### src/rtl/core/vdrh_pkg.sv
package vdrh_pkg;

    // Defaults for the top-level parameters.
    localparam int NUM_BINS_DEF  = 64;
    localparam int MAX_WIDTH_DEF = 2048;
    localparam int FRAC_BITS_DEF = 4;

    // Fixed field widths.
    localparam int DISP_W = 10;
    localparam int MAXD_W = 7;
    localparam logic [MAXD_W-1:0] MAXD_RESET = 7'd64;

    // Queue between the classifier and the histogram engine.
    localparam int QDEPTH = 4;
    localparam int QAW    = 2;
    localparam int QCW    = QAW + 1;

endpackage

### src/rtl/core/vdrh_ram.sv
module vdrh_ram #(
    parameter int WIDTH = 12,
    parameter int DEPTH = 64
) (
    input  logic                     i_clk,
    input  logic                     i_wr_en,
    input  logic [$clog2(DEPTH)-1:0] i_wr_addr,
    input  logic [WIDTH-1:0]         i_wr_data,
    input  logic                     i_rd_en,
    input  logic [$clog2(DEPTH)-1:0] i_rd_addr,
    output logic [WIDTH-1:0]         o_rd_data
);

    logic [WIDTH-1:0] r_mem [DEPTH];
    logic [WIDTH-1:0] r_rd_data;

    // Single write port and one registered read port; a read and a write to the
    // same address in one cycle return the old contents.
    always_ff @(posedge i_clk) begin
        if (i_wr_en) begin
            r_mem[i_wr_addr] <= i_wr_data;
        end
        if (i_rd_en) begin
            r_rd_data <= r_mem[i_rd_addr];
        end
    end

    assign o_rd_data = r_rd_data;

endmodule

### src/rtl/core/vdrh_front.sv
module vdrh_front #(
    parameter int NUM_BINS  = vdrh_pkg::NUM_BINS_DEF,
    parameter int FRAC_BITS = vdrh_pkg::FRAC_BITS_DEF
) (
    input  logic                          i_clk,
    input  logic                          i_rst_n,
    // Pixel request channel.
    input  logic                          i_valid,
    output logic                          o_stall,
    input  logic [vdrh_pkg::DISP_W-1:0]   i_disparity_q4,
    input  logic                          i_end_of_row,
    // Active bin count at this pixel and clearing status from the back end.
    input  logic [$clog2(NUM_BINS+1)-1:0] i_lim,
    input  logic                          i_init,
    // Classified pixels toward the histogram engine.
    output logic                          o_q_valid,
    input  logic                          i_q_pop,
    output logic [$clog2(NUM_BINS)-1:0]   o_q_bin,
    output logic                          o_q_ok,
    output logic                          o_q_eor,
    output logic [$clog2(NUM_BINS+1)-1:0] o_q_lim
);

    import vdrh_pkg::*;

    localparam int IW   = $clog2(NUM_BINS);
    localparam int LW   = $clog2(NUM_BINS + 1);
    localparam int SW   = DISP_W + 1;
    localparam int CMPW = (LW > SW) ? LW : SW;
    localparam logic [SW-1:0] HALF = SW'((1 << FRAC_BITS) >> 1);

    logic [SW-1:0] sum;
    logic [SW-1:0] bin_full;
    logic          bin_ok;
    logic          push;

    logic [IW-1:0]  r_q_bin [QDEPTH];
    logic           r_q_ok  [QDEPTH];
    logic           r_q_eor [QDEPTH];
    logic [LW-1:0]  r_q_lim [QDEPTH];
    logic [QAW-1:0] r_wptr, n_wptr;
    logic [QAW-1:0] r_rptr, n_rptr;
    logic [QCW-1:0] r_cnt, n_cnt;

    // Round to the nearest bin, halves up, and keep nonzero bins below the limit.
    always_comb begin
        sum      = SW'(i_disparity_q4) + HALF;
        bin_full = sum >> FRAC_BITS;
        bin_ok   = (bin_full != '0) && (CMPW'(bin_full) < CMPW'(i_lim));
    end

    // The queue accepts while it has room and the store is not being cleared.
    assign o_stall = (r_cnt == QCW'(QDEPTH)) || i_init;
    assign push    = i_valid && !o_stall;

    always_comb begin
        n_wptr = push ? r_wptr + QAW'(1) : r_wptr;
        n_rptr = i_q_pop ? r_rptr + QAW'(1) : r_rptr;
        n_cnt  = r_cnt + QCW'(push) - QCW'(i_q_pop);
    end

    always_ff @(posedge i_clk) begin
        if (!i_rst_n) begin
            r_wptr <= '0;
            r_rptr <= '0;
            r_cnt  <= '0;
        end else begin
            r_wptr <= n_wptr;
            r_rptr <= n_rptr;
            r_cnt  <= n_cnt;
        end
    end

    // Queue storage.
    always_ff @(posedge i_clk) begin
        if (push) begin
            r_q_bin[r_wptr] <= bin_full[IW-1:0];
            r_q_ok[r_wptr]  <= bin_ok;
            r_q_eor[r_wptr] <= i_end_of_row;
            r_q_lim[r_wptr] <= i_lim;
        end
    end

    assign o_q_valid = (r_cnt != '0);
    assign o_q_bin   = r_q_bin[r_rptr];
    assign o_q_ok    = r_q_ok[r_rptr];
    assign o_q_eor   = r_q_eor[r_rptr];
    assign o_q_lim   = r_q_lim[r_rptr];

`ifndef NO_ASSERTIONS
    a_cnt_bound: assert property (@(posedge i_clk) disable iff (!i_rst_n)
        r_cnt <= QCW'(QDEPTH))
        else $error("queue fill exceeds its depth");
    a_pop_nonempty: assert property (@(posedge i_clk) disable iff (!i_rst_n)
        i_q_pop |-> r_cnt != '0)
        else $error("pop from an empty queue");
    a_ptr_track: assert property (@(posedge i_clk) disable iff (!i_rst_n)
        (r_cnt != '0 && r_cnt != QCW'(QDEPTH)) |-> r_wptr != r_rptr)
        else $error("queue pointers disagree with the fill count");
`endif

endmodule

### src/rtl/core/vdrh_back.sv
module vdrh_back #(
    parameter int NUM_BINS  = vdrh_pkg::NUM_BINS_DEF,
    parameter int MAX_WIDTH = vdrh_pkg::MAX_WIDTH_DEF
) (
    input  logic                             i_clk,
    input  logic                             i_rst_n,
    // Classified pixels from the front end.
    input  logic                             i_q_valid,
    output logic                             o_q_pop,
    input  logic [$clog2(NUM_BINS)-1:0]      i_q_bin,
    input  logic                             i_q_ok,
    input  logic                             i_q_eor,
    input  logic [$clog2(NUM_BINS+1)-1:0]    i_q_lim,
    // High during the clearing sweep after reset.
    output logic                             o_init,
    // Bin request channel.
    output logic                             o_valid,
    input  logic                             i_stall,
    output logic [$clog2(NUM_BINS)-1:0]      o_bin_index,
    output logic [$clog2(MAX_WIDTH+1)-1:0]   o_bin_count,
    output logic                             o_last_bin
);

    import vdrh_pkg::*;

    localparam int IW = $clog2(NUM_BINS);
    localparam int LW = $clog2(NUM_BINS + 1);
    localparam int CW = $clog2(MAX_WIDTH + 1);
    localparam logic [IW-1:0] K_LAST = IW'(NUM_BINS - 1);
    localparam logic [CW-1:0] SAT    = CW'(MAX_WIDTH);

    typedef enum logic [2:0] {
        S_COUNT = 3'b001,
        S_WAIT  = 3'b010,
        S_DUMP  = 3'b100
    } t_back_state;

    t_back_state   r_state, n_state;
    logic [IW-1:0] r_k, n_k;
    logic [LW-1:0] r_lim, n_lim;
    logic          r_init, n_init;

    // Update stage and the write it forwards from.
    logic          r_b_valid;
    logic [IW-1:0] r_b_addr;
    logic          r_lw_valid;
    logic [IW-1:0] r_lw_addr;
    logic [CW-1:0] r_lw_data;

    // Readout: one read in flight and the output register.
    logic          r_pend;
    logic [IW-1:0] r_pend_k;
    logic          r_pend_last;
    logic          r_o_valid;
    logic [IW-1:0] r_o_index;
    logic [CW-1:0] r_o_count;
    logic          r_o_last;

    logic          cnt_rd;
    logic          cnt_we;
    logic [CW-1:0] base;
    logic [CW-1:0] incr;
    logic          in_range;
    logic          can_issue;
    logic          dump_step;
    logic          dump_rd;
    logic          k_last_hit;

    logic          ram_we;
    logic [IW-1:0] ram_waddr;
    logic [CW-1:0] ram_wdata;
    logic          ram_re;
    logic [IW-1:0] ram_raddr;
    logic [CW-1:0] ram_rdata;

    // Counting: read the bin when an in-range pixel is popped, add one in the next cycle with forwarding.
    always_comb begin
        o_q_pop = (r_state == S_COUNT) && i_q_valid;
        cnt_rd  = o_q_pop && i_q_ok;
        cnt_we  = r_b_valid;
        base    = (r_lw_valid && (r_lw_addr == r_b_addr)) ? r_lw_data : ram_rdata;
        incr    = (base < SAT) ? base + CW'(1) : base;
    end

    // Readout sweep: reported bins wait for a free output slot, the rest only clear.
    always_comb begin
        in_range   = (LW'(r_k) < r_lim);
        can_issue  = !r_pend && (!r_o_valid || !i_stall);
        dump_step  = (r_state == S_DUMP) && (!in_range || can_issue);
        dump_rd    = (r_state == S_DUMP) && in_range && can_issue;
        k_last_hit = (r_k == K_LAST);
    end

    // Memory port sharing between counting and the sweep.
    always_comb begin
        ram_we    = cnt_we || dump_step;
        ram_waddr = cnt_we ? r_b_addr : r_k;
        ram_wdata = cnt_we ? incr : '0;
        ram_re    = cnt_rd || dump_rd;
        ram_raddr = cnt_rd ? i_q_bin : r_k;
    end

    // Sequencer.
    always_comb begin
        n_state = r_state;
        n_k     = r_k;
        n_lim   = r_lim;
        n_init  = r_init;
        case (r_state)
            S_COUNT: begin
                if (o_q_pop && i_q_eor) begin
                    n_state = S_WAIT;
                    n_lim   = i_q_lim;
                end
            end
            S_WAIT: begin
                n_state = S_DUMP;
                n_k     = '0;
            end
            S_DUMP: begin
                if (dump_step) begin
                    n_k = r_k + IW'(1);
                    if (k_last_hit) begin
                        n_state = S_COUNT;
                        n_init  = 1'b0;
                    end
                end
            end
            default: begin
                n_state = S_COUNT;
            end
        endcase
    end

    always_ff @(posedge i_clk) begin
        if (!i_rst_n) begin
            r_state    <= S_DUMP;
            r_k        <= '0;
            r_lim      <= '0;
            r_init     <= 1'b1;
            r_b_valid  <= 1'b0;
            r_lw_valid <= 1'b0;
            r_pend     <= 1'b0;
            r_o_valid  <= 1'b0;
        end else begin
            r_state    <= n_state;
            r_k        <= n_k;
            r_lim      <= n_lim;
            r_init     <= n_init;
            r_b_valid  <= cnt_rd;
            r_lw_valid <= cnt_we;
            r_pend     <= dump_rd;
            if (r_pend) begin
                r_o_valid <= 1'b1;
            end else if (!i_stall) begin
                r_o_valid <= 1'b0;
            end
        end
    end

    // Payload registers.
    always_ff @(posedge i_clk) begin
        r_b_addr    <= i_q_bin;
        r_lw_addr   <= r_b_addr;
        r_lw_data   <= incr;
        r_pend_k    <= r_k;
        r_pend_last <= ((LW'(r_k) + LW'(1)) == r_lim);
        if (r_pend) begin
            r_o_index <= r_pend_k;
            r_o_count <= ram_rdata;
            r_o_last  <= r_pend_last;
        end
    end

    vdrh_ram #(
        .WIDTH (CW),
        .DEPTH (NUM_BINS)
    ) u_bins (
        .i_clk     (i_clk),
        .i_wr_en   (ram_we),
        .i_wr_addr (ram_waddr),
        .i_wr_data (ram_wdata),
        .i_rd_en   (ram_re),
        .i_rd_addr (ram_raddr),
        .o_rd_data (ram_rdata)
    );

    assign o_init      = r_init;
    assign o_valid     = r_o_valid;
    assign o_bin_index = r_o_index;
    assign o_bin_count = r_o_count;
    assign o_last_bin  = r_o_last;

`ifndef NO_ASSERTIONS
    a_pend_lands: assert property (@(posedge i_clk) disable iff (!i_rst_n)
        r_pend |=> r_o_valid)
        else $error("bin read completed without a result");
    a_no_overwrite: assert property (@(posedge i_clk) disable iff (!i_rst_n)
        (r_o_valid && i_stall) |-> !r_pend)
        else $error("stalled result would be overwritten");
    a_update_phase: assert property (@(posedge i_clk) disable iff (!i_rst_n)
        r_b_valid |-> (r_state == S_COUNT || r_state == S_WAIT))
        else $error("bin update collides with the readout sweep");
    a_init_quiet: assert property (@(posedge i_clk) disable iff (!i_rst_n)
        r_init |-> !r_pend && !r_o_valid)
        else $error("result produced during the clearing sweep");
`endif

endmodule

### src/rtl/core/v_disparity_row_histogram.sv
// Per-row disparity histogram (one row of a v-disparity image). Pixels arrive in raster
// order as unsigned fixed point with FRAC_BITS fraction bits; each is rounded half-up to
// a bin, and a nonzero bin below min(max_disp, NUM_BINS) is counted, saturating at
// MAX_WIDTH. The pixel flagged end_of_row is counted first, then bins 0 to limit-1 are
// sent in order, last_bin marking the final one, and all NUM_BINS bins are cleared.
// Within a row a pixel is taken every cycle while the queue has room: a four-entry queue
// feeds a histogram engine whose bin memory, with one read and one write port, does one
// read-modify-write per cycle. A row end keeps the engine from the next pixel while it
// does its own pop, lets its update land, then sweeps all NUM_BINS bins: the sweep
// lingers on each reported bin but the last, as only one bin read may be in flight,
// and every other bin is only cleared. Output stalls lengthen the sweep; pixels keep
// entering the queue until it is full. After reset the engine clears the bin memory,
// during which no pixel is taken; max_disp may be written meanwhile.
module v_disparity_row_histogram #(
    parameter int NUM_BINS  = vdrh_pkg::NUM_BINS_DEF,
    parameter int MAX_WIDTH = vdrh_pkg::MAX_WIDTH_DEF,
    parameter int FRAC_BITS = vdrh_pkg::FRAC_BITS_DEF
) (
    input  logic                           i_clk,
    input  logic                           i_rst_n,
    // Configuration.
    input  logic                           i_cfg_we,
    input  logic [vdrh_pkg::MAXD_W-1:0]    i_cfg_wdata,
    // Pixel requests.
    input  logic                           i_valid,
    output logic                           o_stall,
    input  logic [vdrh_pkg::DISP_W-1:0]    i_disparity_q4,
    input  logic                           i_end_of_row,
    // Bin requests.
    output logic                           o_valid,
    input  logic                           i_stall,
    output logic [$clog2(NUM_BINS)-1:0]    o_bin_index,
    output logic [$clog2(MAX_WIDTH+1)-1:0] o_bin_count,
    output logic                           o_last_bin
);

    import vdrh_pkg::*;

    localparam int IW = $clog2(NUM_BINS);
    localparam int LW = $clog2(NUM_BINS + 1);
    localparam int MW = (LW > MAXD_W) ? LW : MAXD_W;

    logic [MAXD_W-1:0] r_max_disp;
    logic [LW-1:0]     lim;
    logic              init;
    logic              q_valid;
    logic              q_pop;
    logic [IW-1:0]     q_bin;
    logic              q_ok;
    logic              q_eor;
    logic [LW-1:0]     q_lim;

    // Bin-count register.
    always_ff @(posedge i_clk) begin
        if (!i_rst_n) begin
            r_max_disp <= MAXD_RESET;
        end else if (i_cfg_we) begin
            r_max_disp <= i_cfg_wdata;
        end
    end

    // Bins in use: the register, capped at the store size.
    assign lim = (MW'(r_max_disp) < MW'(NUM_BINS)) ? LW'(r_max_disp) : LW'(NUM_BINS);

    vdrh_front #(
        .NUM_BINS  (NUM_BINS),
        .FRAC_BITS (FRAC_BITS)
    ) u_front (
        .i_clk          (i_clk),
        .i_rst_n        (i_rst_n),
        .i_valid        (i_valid),
        .o_stall        (o_stall),
        .i_disparity_q4 (i_disparity_q4),
        .i_end_of_row   (i_end_of_row),
        .i_lim          (lim),
        .i_init         (init),
        .o_q_valid      (q_valid),
        .i_q_pop        (q_pop),
        .o_q_bin        (q_bin),
        .o_q_ok         (q_ok),
        .o_q_eor        (q_eor),
        .o_q_lim        (q_lim)
    );

    vdrh_back #(
        .NUM_BINS  (NUM_BINS),
        .MAX_WIDTH (MAX_WIDTH)
    ) u_back (
        .i_clk       (i_clk),
        .i_rst_n     (i_rst_n),
        .i_q_valid   (q_valid),
        .o_q_pop     (q_pop),
        .i_q_bin     (q_bin),
        .i_q_ok      (q_ok),
        .i_q_eor     (q_eor),
        .i_q_lim     (q_lim),
        .o_init      (init),
        .o_valid     (o_valid),
        .i_stall     (i_stall),
        .o_bin_index (o_bin_index),
        .o_bin_count (o_bin_count),
        .o_last_bin  (o_last_bin)
    );

endmodule
### config.mk
export PLATFORM = sky130hd
export DESIGN_NAME = v_disparity_row_histogram
export DESIGN_NICKNAME = d
export VERILOG_FILES = /design/src/rtl/core/vdrh_pkg.sv /design/src/rtl/core/vdrh_ram.sv /design/src/rtl/core/vdrh_front.sv /design/src/rtl/core/vdrh_back.sv /design/src/rtl/core/v_disparity_row_histogram.sv
export SDC_FILE = /design/constraint.sdc
export NUM_CORES = 1
export LEC_CHECK = 0
export BUFFER_PORTS_ARGS = -buffer_cell sky130_fd_sc_hd__clkbuf_2
export CAP_MARGIN = 20
export CORE_MARGIN = 2
export CORE_UTILIZATION = 43
export DETAILED_ROUTE_END_ITERATION = 6
export HOLD_SLACK_MARGIN = 0.03
export SETUP_SLACK_MARGIN = 0.05
export SYNTH_ARGS = -nofsm -noshare
export SYNTH_HDL_FRONTEND = slang
export SYNTH_HIERARCHICAL = 1
export SYNTH_SLANG_ARGS = --single-unit
### constraint.sdc
create_clock -name i_clk -period 6.1 [get_ports i_clk]
set_input_delay 1.22 -clock i_clk [delete_from_list [all_inputs] [get_ports i_clk]]
set_output_delay 1.22 -clock i_clk [all_outputs]
set_load 0.02 [all_outputs]
; Word level (Yosys, flattened, before mapping)
; Memories as Yosys holds them, arrays and structs flattened. A register that Yosys moved wholly into a read port is not among the register bits.
; Index checks and enable logic that the tools add are counted.
[totals]
ff_bits = 78
latch_bits = 0
mem_bits_rw = 828
romBits = 0
out_inout_bits = 21
word_cells = 99
mem_count = 5
[classes]
addsub = 8
mul = 0
div = 0
order_cmp = 4
n_eq_ne = 11
n_shift = 0
n_mux = 24
n_bitwise = 0
reduce_logical = 28
[memory_table]
columns = memory, words, width, read_ports, rd_ports_with_merged_regs, wr, line_no
row1 = u_back.u_bins.r_mem, 64, 12, 1, 1, 1, vdrh_ram.sv:14  ; logic [WIDTH-1:0] r_mem [DEPTH];
row2 = u_front.r_q_lim, 4, 7, 1, 1, 1, vdrh_front.sv:40  ; logic [LW-1:0] r_q_lim [QDEPTH];
row3 = u_front.r_q_bin, 4, 6, 1, 1, 1, vdrh_front.sv:37  ; logic [IW-1:0] r_q_bin [QDEPTH];
row4 = u_front.r_q_eor, 4, 1, 1, 1, 1, vdrh_front.sv:39  ; logic r_q_eor [QDEPTH];
row5 = u_front.r_q_ok, 4, 1, 1, 1, 1, vdrh_front.sv:38  ; logic r_q_ok [QDEPTH];
[ops]
columns = cell, n
row1 = two-way mux 12 bit, 3
row2 = two-way mux 6 bit, 3
row3 = adder 12 x 1 -> 12 bit (second input constant), 1
row4 = less-than comparator 12 bit (second input constant), 1
row5 = two-way mux 2 bit, 6
row6 = case mux 6 bit (2 select lines), 1
row7 = adder 10 x 4 -> 11 bit (second input constant), 1
row8 = nonzero test 11 bit, 1
row9 = logical AND 1 bit, 10
row10 = two-way mux 3 bit, 3
row11 = case mux 3 bit (3 select lines), 1
row12 = adder 6 x 1 -> 7 bit (second input constant), 1
row13 = == test 7 bit, 1
row14 = less-than comparator 6 x 7 -> 1 bit, 1
row15 = less-than comparator 7 bit, 1
row16 = less-than comparator 7 bit (second input constant), 1
row17 = two-way mux 7 bit, 1
row18 = adder 6 x 1 -> 6 bit (second input constant), 1
row19 = == test 3 bit (second input constant), 2
row20 = == test 6 bit, 1
row21 = == test 6 bit (second input constant), 1
row22 = zero test 1 bit, 6
row23 = two-way mux 1 bit, 6
row24 = != test 2 x 1 -> 1 bit (second input constant), 3
row25 = 11 further kinds, 18

; Longest topological paths before layout
; Gate-level depths: netlist of the first run.
[logic_depth]
word_depth = 8
ltp_mapped = 14
ltp_nobuf = 11

; Modules after synthesis
; The synthesis of the first run kept the hierarchy.
[modules_own_cells]
columns = mod, instances, cells_each, area_per_inst_um2, seq_area_each_um2
row1 = vdrh_ram, 1, 1339, 29971.2, 23422.5
row2 = vdrh_back, 1, 311, 3191.8, 1611.5
row3 = vdrh_front, 1, 166, 2927.8, 1981.9
row4 = v_disparity_row_histogram, 1, 28, 300.3, 140.1

; Worst setup path after synthesis of the first run
; OpenSTA, ideal clock, no wires.
[synth_path]
path_type = reg2reg
from = register u_back.r_b_addr[0]
to = memory u_back.u_bins.r_mem[0][10] (data pin)
setup_time_ps = 548
t_arrival_ps = 3953
required_time_ps = 5552
path_slack_ps = 1599
path_stages_with_launch = 11
path_buffers = 1
synth_period_minus_slack_ps = 4501
cell_sequence = dfxtp_1 > xnor2_1 > nand4_1 > nor2_4 > buf_4 > mux2_2 > ha_1 > and3b_1 > mux2i_1 > o21ai_0 > a21oi_1
[synth_between]
elab_chain_cells = 6
[synth_lines]
columns = element, line_no
row1 = "start, declared", vdrh_back.sv:45  ; logic [IW-1:0] r_b_addr;
row2 = "start signal, assigned", vdrh_back.sv:163  ; r_b_addr <= i_q_bin;
row3 = == test 6 bit *, vdrh_back.sv:81  ; base = (r_lw_valid && (r_lw_addr == r_b_addr)) ? r_lw_data : ram_rdata;
row4 = logical AND 1 bit *, vdrh_back.sv:81
row5 = two-way mux 12 bit *, vdrh_back.sv:81
row6 = adder 12 x 1 -> 12 bit / less-than comparator 12 bit (equally long branches), vdrh_back.sv:82  ; incr = (base < SAT) ? base + CW'(1) : base;
row7 = two-way mux 12 bit *, vdrh_back.sv:82
row8 = two-way mux 12 bit *, vdrh_back.sv:98  ; ram_wdata = cnt_we ? incr : '0;
row9 = net u_back.ram_wdata[10], vdrh_back.sv:71  ; logic [CW-1:0] ram_wdata;
row10 = "end, declared", vdrh_ram.sv:14
; Mark *: on every way through the listed nets, which the timed path passes. The rest lies on a longest branch.

==> impl_metrics.env, run 1 <==
export IMPL_status="completed"
export IMPL_dp_hpwl_um=49750
export IMPL_wl_per_cell_um=25.40
export IMPL_path_cells="buf_4, mux4_2, nand2_1, mux2_8, mux4_2, nor2b_1, a211oi_1, nor3_1, a22o_1"
export IMPL_die_h_um=294.9
export IMPL_final_hold_viol_count=0
export IMPL_hold_class="register to register"
export IMPL_grt_antenna_before_repair=0
export IMPL_start_util_pct=43.48
export IMPL_globalplace_congestion=0.8155
export IMPL_period_needed_ns=4.583
export IMPL_wl_um=81340
export IMPL_ys_types=68
export IMPL_ys_seq_area_share_pct=74.62
export IMPL_synth_largest_area_cell="edfxtp_1"
export IMPL_syn_cell_area_um2=36390
export IMPL_die_width_um=294.9
export IMPL_clock_skew_ns=0.02144
export IMPL_clock_path_buffers=3
export IMPL_drc=0
export IMPL_ir_worst_vdd_v=0.0002451
export IMPL_vias=18088
export IMPL_std_cell_rows=106
export IMPL_synth_enable_flop_cells=859
export IMPL_crit_fanout=67
export IMPL_syn_nets=1889
export IMPL_ys_warn_count=6
export IMPL_portBuffers=40
export IMPL_worst_pin_slew_ns=1.056
export IMPL_postCtsHoldBufs=0
export IMPL_overflow=0
export IMPL_utilization_pct=49.61
export IMPL_max_stage_delay_ns=0.79
export IMPL_grt_pass1_vias=18466
export IMPL_critPathLaunchType="register"
export IMPL_setup_violations=0
export IMPL_fin_nets=2031
export IMPL_cts_resized=0
export IMPL_core_area_um2=83690
export IMPL_crit_arrival_ns=4.97
export IMPL_via_per_inst=5.647
export IMPL_syn_area_per_cell_um2=19.73
export IMPL_relSlewSlack_pct=29.58
export IMPL_h_tree_depth=3
export IMPL_async_flop_share_pct=0
export IMPL_critPathKind="register to register"
export IMPL_multi_input_area_um2=8696
export IMPL_fillCellCount=6739
export IMPL_drv_slew=0
export IMPL_crit_path_frequent_cell="mux4_2"
export IMPL_cp_end_kind="register"
export IMPL_clock_sinks=927
export IMPL_drt_iter0_drc=1550
export IMPL_grt_pass1_wl_um=120300
export IMPL_maxCapViolations=0
export IMPL_grt_max_degree=75
export IMPL_clk_latency_ns=0.65
export IMPL_syn_inst=1844
export IMPL_clk_pin_slew_ns=0.06
export IMPL_detail_route_antenna_nets=0
export IMPL_numCtsBuffers=96
export IMPL_synth_seq_cells=927
export IMPL_drive_gt1_share_pct=26.21
export IMPL_post_cts_setup_buffers=0
export IMPL_max_freq_mhz=218.2
export IMPL_cts_root_buffer="clkbuf_16"
export IMPL_yosys_top_cells_area="edfxtp_1 71%, mux4_2 13%, dfxtp_1 3.7%, nor2_1 0.94%, mux2i_1 0.94%"
export IMPL_leakagePower_nw=11.83
export IMPL_synthToLayoutAreaGrowth_pct=14.09
export IMPL_yosysMostFrequentCell="edfxtp_1"
export IMPL_synthTopCellsByCount="859 x edfxtp_1, 207 x mux4_2, 91 x nor2_1"
export IMPL_cts_tree="done"
export IMPL_ioPinCount=44
export IMPL_dieArea_um2=86970
export IMPL_period_share_pct=75.13
export IMPL_required_ns=6.48
export IMPL_gr_usage_all_layers_pct=18.89
export IMPL_ys_flop_type="edfxtp_1"
export IMPL_register_area_um2=27160
export IMPL_first_pass_iters=5
export IMPL_p_per_area_nw_per_um2=341.3
export IMPL_fin_setup_tns_ns=0
export IMPL_critPathSlowestCell="mux2_8"
export IMPL_synth_top_area_share_pct=70.88
export IMPL_rsz0062_at_grt="false"
==> placed cells by master, fill, tap and decap left out, types with 19 or more instances in the layout <==
cell         n
edfxtp_1   859
dfxtp_1     68
clkinv_1    21
mux4_2     207
mux2i_1     34
clkbuf_16   99
nor2_1      90
inv_1       23
clkbuf_2    42
a21oi_1     35
ha_1        21
nand3_1     40
nand2b_1    23
nor2b_1     32
nand2_1     40
xnor2_1     20
mux2_2      19
o22ai_1     29
buf_4       83
==> per-stage QoR <==
stage / instances / hold WS, ns / setup WS [ns] / total power, W / cell area, µm²
2_1_floorplan: 1844 / 0.3540 / 1.599 / 0.008094 / 36390
3_3_place_gp: 3007 / 0.3698 / 1.446 / 0.008517 / 38220
3_5_place_dp: 3019 / 0.3750 / 1.415 / 0.008538 / 38330
4_1_cts: 3199 / 0.3815 / 1.383 / 0.01432 / 41480
5_1_grt: 3202 / 0.3887 / 1.219 / 0.01464 / 41520
6_report: 3203 / 0.3802 / 1.517 / 0.01417 / 41520
==> layer usage <==
layer  GRT usage [%]  vias up  share of wire, %
met4           5.799        0               2.7
met3           3.129      141               5.6
li1                -     7818                 -
met2           30.43      524                49
met1           26.53     9605                43
met5               0        -                 0
==> kinds of logic after synthesis <==
logic type	Yosys count	synth area share (%)
xor gates and xnor gates	34	0.8389
and+or+nand+nor	310	4.373
AOI/OAI and AO/OA	173	3.253
muxes	263	14.43
buffers and inverters	115	1.709
DFF	927	74.62
adders and majority gates	22	0.7770
==> power by group <==
part	total, W	internal [W]	switching [W]	leakage [nW]
combinational	0.00129	0.000522	0.000769	3.01
clock	0.00579	0.00340	0.00239	1.55
sequential	0.00709	0.00701	0.0000822	7.27
total	0.0142	0.0109	0.00324	11.8
==> flip-flops by register name (all words and copies together), names as in the netlist, 6 cells and up, named ones only <==
| name | flops |
|---|---|
| u_back/u_bins/r_mem | 768 |
| u_front/r_q_lim | 28 |
| u_front/r_q_bin | 24 |
| u_back/o_bin_count | 12 |
| u_back/r_lw_data | 12 |
| u_back/u_bins/o_rd_data | 12 |
| r_max_disp | 7 |
| u_back/r_lim | 7 |
| u_back/o_bin_index | 6 |
| u_back/r_b_addr | 6 |
| u_back/r_k | 6 |
| u_back/r_lw_addr | 6 |
| u_back/r_pend_k | 6 |
==> critical path: cells and delay by family (launching register included) <==
| kind | cells | cell delay [ns] |
|---|---|---|
| AND/OR/NAND/NOR | 3 | 0.77 |
| buffers and inverters | 1 | 0.30 |
| flip-flops | 1 | 0.32 |
| multiplexers | 3 | 1.93 |
| AO/OA/AOI/OAI | 2 | 0.87 |
==> worst paths after layout <==
check	start	endpoint	slack (ns)	cells past startpoint
max	register	u_back/u_bins/o_rd_data[7]	1.52	9
min	u_back/r_b_addr[3]	u_back/r_lw_addr[3]	0.38	0
max reg2reg	register	u_back/u_bins/o_rd_data[7]	1.52	9
min reg2reg	u_back/r_b_addr[3]	u_back/r_lw_addr[3]	0.38	0
==> cell type report <==
type	count	share of cell area, %
diodes	1	0.006027
clock buffers	126	6.371
clock inverters	54	1.208
inverters	23	0.2079
multi-input cells	802	20.94
flip-flops and latches	927	65.40
well taps	1134	3.417
repair buffers	136	2.441
No activity file was read; power rests on OpenSTA's default activity.
==> run 2, diff against run 1 <==
Clock period 6.1 ns to 4.8 ns, I/O delays scaled along.
==> impl_metrics.env, run 2 (synthesis gave the netlist of run 1 again) <==
export IMPL_gr_usage_all_layers_pct=19.31
export IMPL_wl_per_cell_um=25.67
export IMPL_crit_fanout=44
export IMPL_detail_route_antenna_nets=0
export IMPL_first_pass_iters=5
export IMPL_fin_nets=2063
export IMPL_globalplace_congestion=0.8466
export IMPL_numCtsBuffers=95
export IMPL_die_width_um=294.9
export IMPL_cts_resized=0
export IMPL_netSwitchingFraction_pct=23.18
export IMPL_multi_input_area_um2=8693
export IMPL_std_cell_rows=106
export IMPL_overflow=0
export IMPL_cp_end_kind="register"
export IMPL_status="completed"
export IMPL_fin_setup_tns_ns=0
export IMPL_synthToLayoutAreaGrowth_pct=14.88
export IMPL_via_per_inst=5.659
export IMPL_p_clk_share_pct=40.4
export IMPL_ioPinCount=44
export IMPL_leakagePower_nw=12.00
export IMPL_finalPower_w=0.01807
export IMPL_largest_reg_flops=768
export IMPL_sequentialPowerShare_pct=49.9
export IMPL_wl_um=83010
export IMPL_worst_pin_slew_ns=0.9783
export IMPL_max_freq_mhz=243.8
export IMPL_ir_worst_vdd_v=0.0003251
export IMPL_critPathKind="register to register"
export IMPL_core_area_um2=83690
export IMPL_vias=18294
export IMPL_required_ns=5.14
export IMPL_relSlewSlack_pct=34.09
export IMPL_fillCellCount=6716
export IMPL_h_tree_depth=3
export IMPL_p_per_area_nw_per_um2=432.3
export IMPL_hold_class="register to register"
export IMPL_dp_hpwl_um=51950
export IMPL_utilization_pct=49.95
export IMPL_top_regs="u_back/u_bins/r_mem x768, u_front/r_q_lim x28, u_front/r_q_bin x24"
export IMPL_p_comb_share_pct=9.7
export IMPL_register_area_um2=27160
export IMPL_drive_gt1_share_pct=27.50
export IMPL_clock_path_buffers=3
export IMPL_post_cts_setup_buffers=0
export IMPL_clock_sinks=927
export IMPL_period_needed_ns=4.101
export IMPL_critPathLaunchType="register"
export IMPL_grt_pass1_vias=18889
export IMPL_regMostFlops="u_back/u_bins/r_mem"
export IMPL_clk_pin_slew_ns=0.06
export IMPL_postCtsHoldBufs=0
export IMPL_cts_root_buffer="clkbuf_16"
export IMPL_grt_pass1_wl_um=123500
export IMPL_setup_slack_ns=0.6988
export IMPL_start_util_pct=43.48
export IMPL_most_common_layout_cells="859 x edfxtp_1, 207 x mux4_2, 117 x buf_4"
export IMPL_grt_antenna_before_repair=0
export IMPL_drt_iter0_drc=1618
export IMPL_die_h_um=294.9
export IMPL_switchingPower_w=0.004189
export IMPL_final_hold_viol_count=0
export IMPL_drc=0
export IMPL_grt_max_degree=65
export IMPL_portBuffers=40
export IMPL_maxCapViolations=0
export IMPL_dieArea_um2=86970
export IMPL_crit_arrival_ns=4.44
export IMPL_drv_slew=0
export IMPL_dp_slack_ns=0.7119
export IMPL_rsz0062_at_grt="false"
export IMPL_cts_tree="done"
export IMPL_clk_latency_ns=0.66
export IMPL_setup_violations=0
export IMPL_whs_ns=0.3806
export IMPL_p_int_w=0.01388
export IMPL_clock_skew_ns=0.05621
export IMPL_period_share_pct=85.44
export IMPL_final_common_cell="edfxtp_1"
-- run 2: changes by cell type in the layout (fill, tap and decap cells not counted), sizes merged --
cell	delta
buf	+33
clkbuf	-11
clkinv	+7
bufinv	+1
clkinvlp	+1
inv	-1
-- run 2: final cells by class --
cell class                      count  area share [%]
Antenna cell                        1        0.005986
Sequential cell                   927           64.96
Inverter                           23          0.2065
Clock buffer                      115           5.992
Clock inverter                     62           1.493
Tap cell                         1134           3.394
Multi-Input combinational cell    802           20.79
Timing Repair Buffer              169           3.155
-- run 2: per-stage QoR --
step / area [µm²] / std cells
after floorplan: 36390 / 1844
after global placement: 38650 / 3053
after detailed placement: 38670 / 3054
after CTS: 41800 / 3231
after global routing: 41800 / 3232
final: 41810 / 3233
-- run 2: path summary, 6_finish.rpt --
check	startpoint	to	slack, ns	depth (start not counted)
setup / recovery	u_front/r_cnt[1]	u_back/u_bins/o_rd_data[1]	0.70	10
hold / removal	u_back/r_b_addr[1]	u_back/r_lw_addr[1]	0.38	0
setup reg to reg	u_front/r_cnt[1]	u_back/u_bins/o_rd_data[1]	0.70	10
hold reg to reg	u_back/r_b_addr[1]	u_back/r_lw_addr[1]	0.38	0
-- run 2: worst max-delay path, cell delays in order, from the launching register on --
cell	delay, ns
dfxtp_1	0.38
or3_1	0.12
nor4bb_2	0.27
buf_4	0.23
nand2_1	0.14
mux2_8	0.65
buf_4	0.35
mux4_2	0.52
a221o_1	0.33
a311oi_1	0.54
o31ai_1	0.21
-- run 2: layer usage --
metal / wire, µm / track usage [%] / vias to the layer above
met2: 40440 / 31.59 / 514
met4: 2085 / 5.600 / 0
met1: 35850 / 26.82 / 9752
met3: 4635 / 3.228 / 128
met5: 0 / 0 / -
li1: - / - / 7900
-- run 2: power by group through the flow --
| stage | logic [W] | registers [W] | clock network (W) |
|---|---|---|---|
| final | 0.00175 | 0.00901 | 0.00731 |
| after global routing | 0.00187 | 0.00902 | 0.00776 |
| after CTS | 0.00178 | 0.00901 | 0.00746 |
| after detailed placement | 0.00178 | 0.00918 | 0 |
| after global placement | 0.00176 | 0.00917 | 0 |
| after floorplan | 0.00113 | 0.00916 | 0 |
==> run 3, diff against run 2 <==
--- a/config.mk
+++ b/config.mk
@@ -6,4 +6,5 @@
 export NUM_CORES = 1
 export LEC_CHECK = 0
+export ABC_AREA = 1
 export BUFFER_PORTS_ARGS = -buffer_cell sky130_fd_sc_hd__clkbuf_2
 export CAP_MARGIN = 20
@@ -12,5 +13,5 @@
 export DETAILED_ROUTE_END_ITERATION = 6
 export HOLD_SLACK_MARGIN = 0.03
-export SETUP_SLACK_MARGIN = 0.05
+export SETUP_SLACK_MARGIN = 0.4
 export SYNTH_ARGS = -nofsm -noshare
 export SYNTH_HDL_FRONTEND = slang
==> constraint.sdc (replaced) <==
create_clock -name i_clk -period 4.8 [get_ports i_clk]
set_input_delay 0.24 -clock i_clk [delete_from_list [all_inputs] [get_ports i_clk]]
set_output_delay 0.24 -clock i_clk [all_outputs]
set_load 0.02 [all_outputs]
==> impl_metrics.env, run 3 <==
export IMPL_ys_seq_area_share_pct=70.67
export IMPL_sequentialPowerShare_pct=40.8
export IMPL_synth_compound_area_share_pct=1.752
export IMPL_clk_latency_ns=0.66
export IMPL_dp_hpwl_um=52110
export IMPL_gr_usage_all_layers_pct=20.26
export IMPL_min_from="i_disparity_q4[7]"
export IMPL_critPathLaunchType="register"
export IMPL_fillCellCount=7712
export IMPL_setup_slack_ns=0.9116
export IMPL_final_area_um2=43510
export IMPL_switchingPower_w=0.008162
export IMPL_syn_cell_area_um2=38430
export IMPL_syn_nets=3416
export IMPL_max_freq_mhz=257.2
export IMPL_largest_reg_flops=768
export IMPL_rsz0062_at_grt="false"
export IMPL_synth_simple_area_share_pct=22.18
export IMPL_setup_violations=0
export IMPL_grt_pass1_vias=23411
export IMPL_post_cts_setup_buffers=0
export IMPL_drt_iter0_drc=2326
export IMPL_critPathSlowestCell="a21oi_4"
export IMPL_drv_slew=0
export IMPL_drive_gt1_share_pct=10.13
export IMPL_crit_arrival_ns=4.29
export IMPL_critPathKind="register to register"
export IMPL_timing_rr_end="u_back/u_bins/o_rd_data[3]"
export IMPL_top_regs="u_back/u_bins/r_mem x768, u_front/r_q_lim x28, u_front/r_q_bin x24"
export IMPL_dieArea_um2=91770
export IMPL_die_h_um=302.9
export IMPL_maxCapViolations=0
export IMPL_synth_seq_cells=927
export IMPL_place_area_um2=40290
export IMPL_status="completed"
export IMPL_p_clk_share_pct=30.3
export IMPL_cts_resized=0
export IMPL_synthAdderAreaFrac_pct=0.7359
export IMPL_async_flop_share_pct=0
export IMPL_clock_path_buffers=3
export IMPL_reg2reg_depth=15
export IMPL_clock_sinks=927
export IMPL_multi_input_area_um2=9819
export IMPL_h_tree_depth=3
export IMPL_relSlewSlack_pct=33.89
export IMPL_utilization_pct=49.15
export IMPL_syn_inst=3371
export IMPL_ioPinCount=44
export IMPL_std_cell_rows=109
export IMPL_syn_area_per_cell_um2=11.40
export IMPL_max_stage_delay_ns=0.53
export IMPL_yosys_top_cells_area="edfxtp_1 67%, nand2_1 11%, nand3_1 8.8%, dfxtp_1 3.5%, nor2_1 1.4%"
export IMPL_leakagePower_nw=16.65
export IMPL_final_common_cell="nand2_1"
export IMPL_clock_skew_ns=0.03343
export IMPL_ys_warn_count=6
export IMPL_ys_flop_type="edfxtp_1"
export IMPL_wl_per_cell_um=19.80
export IMPL_synth_xor_area_share_pct=0.3647
export IMPL_vias=24763
export IMPL_dp_slack_ns=0.9573
export IMPL_finalPower_w=0.02327
export IMPL_p_comb_share_pct=28.9
export IMPL_most_common_layout_cells="1,089 x nand2_1, 859 x edfxtp_1, 676 x nand3_1"
export IMPL_drc=0
export IMPL_ir_worst_vdd_v=0.0004217
export IMPL_fin_nets=3518
export IMPL_overflow=0
export IMPL_min_to="u_front/r_q_bin[1][4]"
export IMPL_hold_class="primary input to register"
export IMPL_first_pass_iters=6
export IMPL_final_hold_viol_count=0
export IMPL_postCtsHoldBufs=26
export IMPL_grt_pass1_wl_um=139800
export IMPL_cp_end_kind="register"
export IMPL_yosysMostFrequentCell="nand2_1"
export IMPL_regMostFlops="u_back/u_bins/r_mem"
export IMPL_crit_fanout=44
export IMPL_synth_top_family_by_area="simple AND/OR/NAND/NOR gates"
export IMPL_synth_top_area_share_pct=67.13
export IMPL_path_cells="nor3_1, inv_1, nor2_1, nand2_1, buf_4, a21oi_4, buf_12, buf_12, nand3_1, nand3_1, nand2_1, nand2_1, nand3_1, nand3_1, nand2_1"
export IMPL_core_area_um2=88510
export IMPL_top_usage_layer="met2"
export IMPL_p_int_w=0.01511
export IMPL_hold_path_depth=4
export IMPL_worst_pin_slew_ns=0.9905
export IMPL_synthToLayoutAreaGrowth_pct=13.22
export IMPL_synth_enable_flop_cells=859
export IMPL_grt_max_degree=174
export IMPL_register_area_um2=27160
export IMPL_synthMuxAreaShare_pct=0
export IMPL_globalplace_congestion=0.8185
export IMPL_grt_antenna_before_repair=0
export IMPL_period_needed_ns=3.888
export IMPL_cts_root_buffer="clkbuf_16"
export IMPL_cts_tree="done"
export IMPL_via_per_inst=5.258
export IMPL_period_share_pct=81.01
export IMPL_ys_types=42
export IMPL_r2r_start="u_back/r_state[1]"
export IMPL_portBuffers=40
export IMPL_met1_usage_pct=27.50
export IMPL_netSwitchingFraction_pct=35.07
export IMPL_synthTopCellsByCount="1,089 x nand2_1, 859 x edfxtp_1, 676 x nand3_1"
export IMPL_clk_pin_slew_ns=0.06
export IMPL_grtUsageMet3_pct=3.545
export IMPL_die_width_um=302.9
export IMPL_wl_um=93240
export IMPL_start_util_pct=43.41
export IMPL_required_ns=5.20
export IMPL_fin_setup_tns_ns=0
export IMPL_grtUsageMet2_pct=32.78
export IMPL_detail_route_antenna_nets=0
export IMPL_reg2reg_slack_ns=0.91
export IMPL_synth_largest_area_cell="edfxtp_1"
export IMPL_numCtsBuffers=97
export IMPL_p_per_area_nw_per_um2=534.9
[run 3: cell families after synthesis]
group	Yosys count
buffers and inverters	311
adder cells (fa/ha/maj)	22
AO/OA/AOI/OAI	120
XOR/XNOR	16
AND/OR/NAND/NOR	1975
flip-flops	927
[run 3: worst max path at each step]
stage / startpoint / endpoint / slack [ns] / cells after the start
floorplan: u_back/r_b_addr[0] / u_back/u_bins/r_mem[0][7] / 1.04 / 13
global placement: u_back/r_state[1] / u_back/u_bins/o_rd_data[3] / 0.99 / 15
detailed placement: u_back/r_state[0] / u_back/u_bins/o_rd_data[3] / 0.96 / 16
CTS: u_back/r_state[0] / u_back/u_bins/o_rd_data[3] / 0.95 / 16
global route: u_back/r_state[0] / u_back/u_bins/o_rd_data[3] / 0.72 / 16
finish: u_back/r_state[1] / u_back/u_bins/o_rd_data[3] / 0.91 / 15
[run 3: final cells by class]
type / instances / share of cell area, %
sequential: 927 / 62.42
multi-input combinational: 2133 / 22.57
clock buffer: 140 / 6.192
timing repair buffer: 189 / 3.736
tap: 1165 / 3.350
inverter: 125 / 1.122
clock inverter: 29 / 0.6011
antenna: 2 / 0.01150
[run 3: layer usage]
metal  part of all wire (%)  routed length [µm]  vias up
met5                      0                   0        -
met4                    3.0                2832        0
met3                    7.0                6482      151
met2                     47               44220      734
met1                     43               39710    11976
li1                       -                   -    11902
[run 3: per-stage QoR]
| step | hold WS (ns) | std cells |
|---|---|---|
| after global placement | 0.3770 | 4510 |
| final | 0.1043 | 4710 |
| after floorplan | 0.3241 | 3371 |
| after global routing | 0.1168 | 4708 |
| after CTS | 0.06450 | 4708 |
| after detailed placement | 0.3771 | 4513 |
[run 3: worst max-delay path, delay by kind of cell, from the launching register on]
family                 cells  cell delay [ns]
buffers and inverters      4             0.97
flip-flops                 1             0.32
AND/OR/NAND/NOR           10             1.73
AO/OA/AOI/OAI              1             0.53
[run 3: power by group through the flow]
stage,sequential (W),combinational (W),clock [W]
finish,0.00951,0.00672,0.00705
global placement,0.00967,0.00661,0
CTS,0.00951,0.00669,0.00716
floorplan,0.00964,0.00449,0
global route,0.00954,0.00731,0.00746
detailed placement,0.00968,0.00666,0
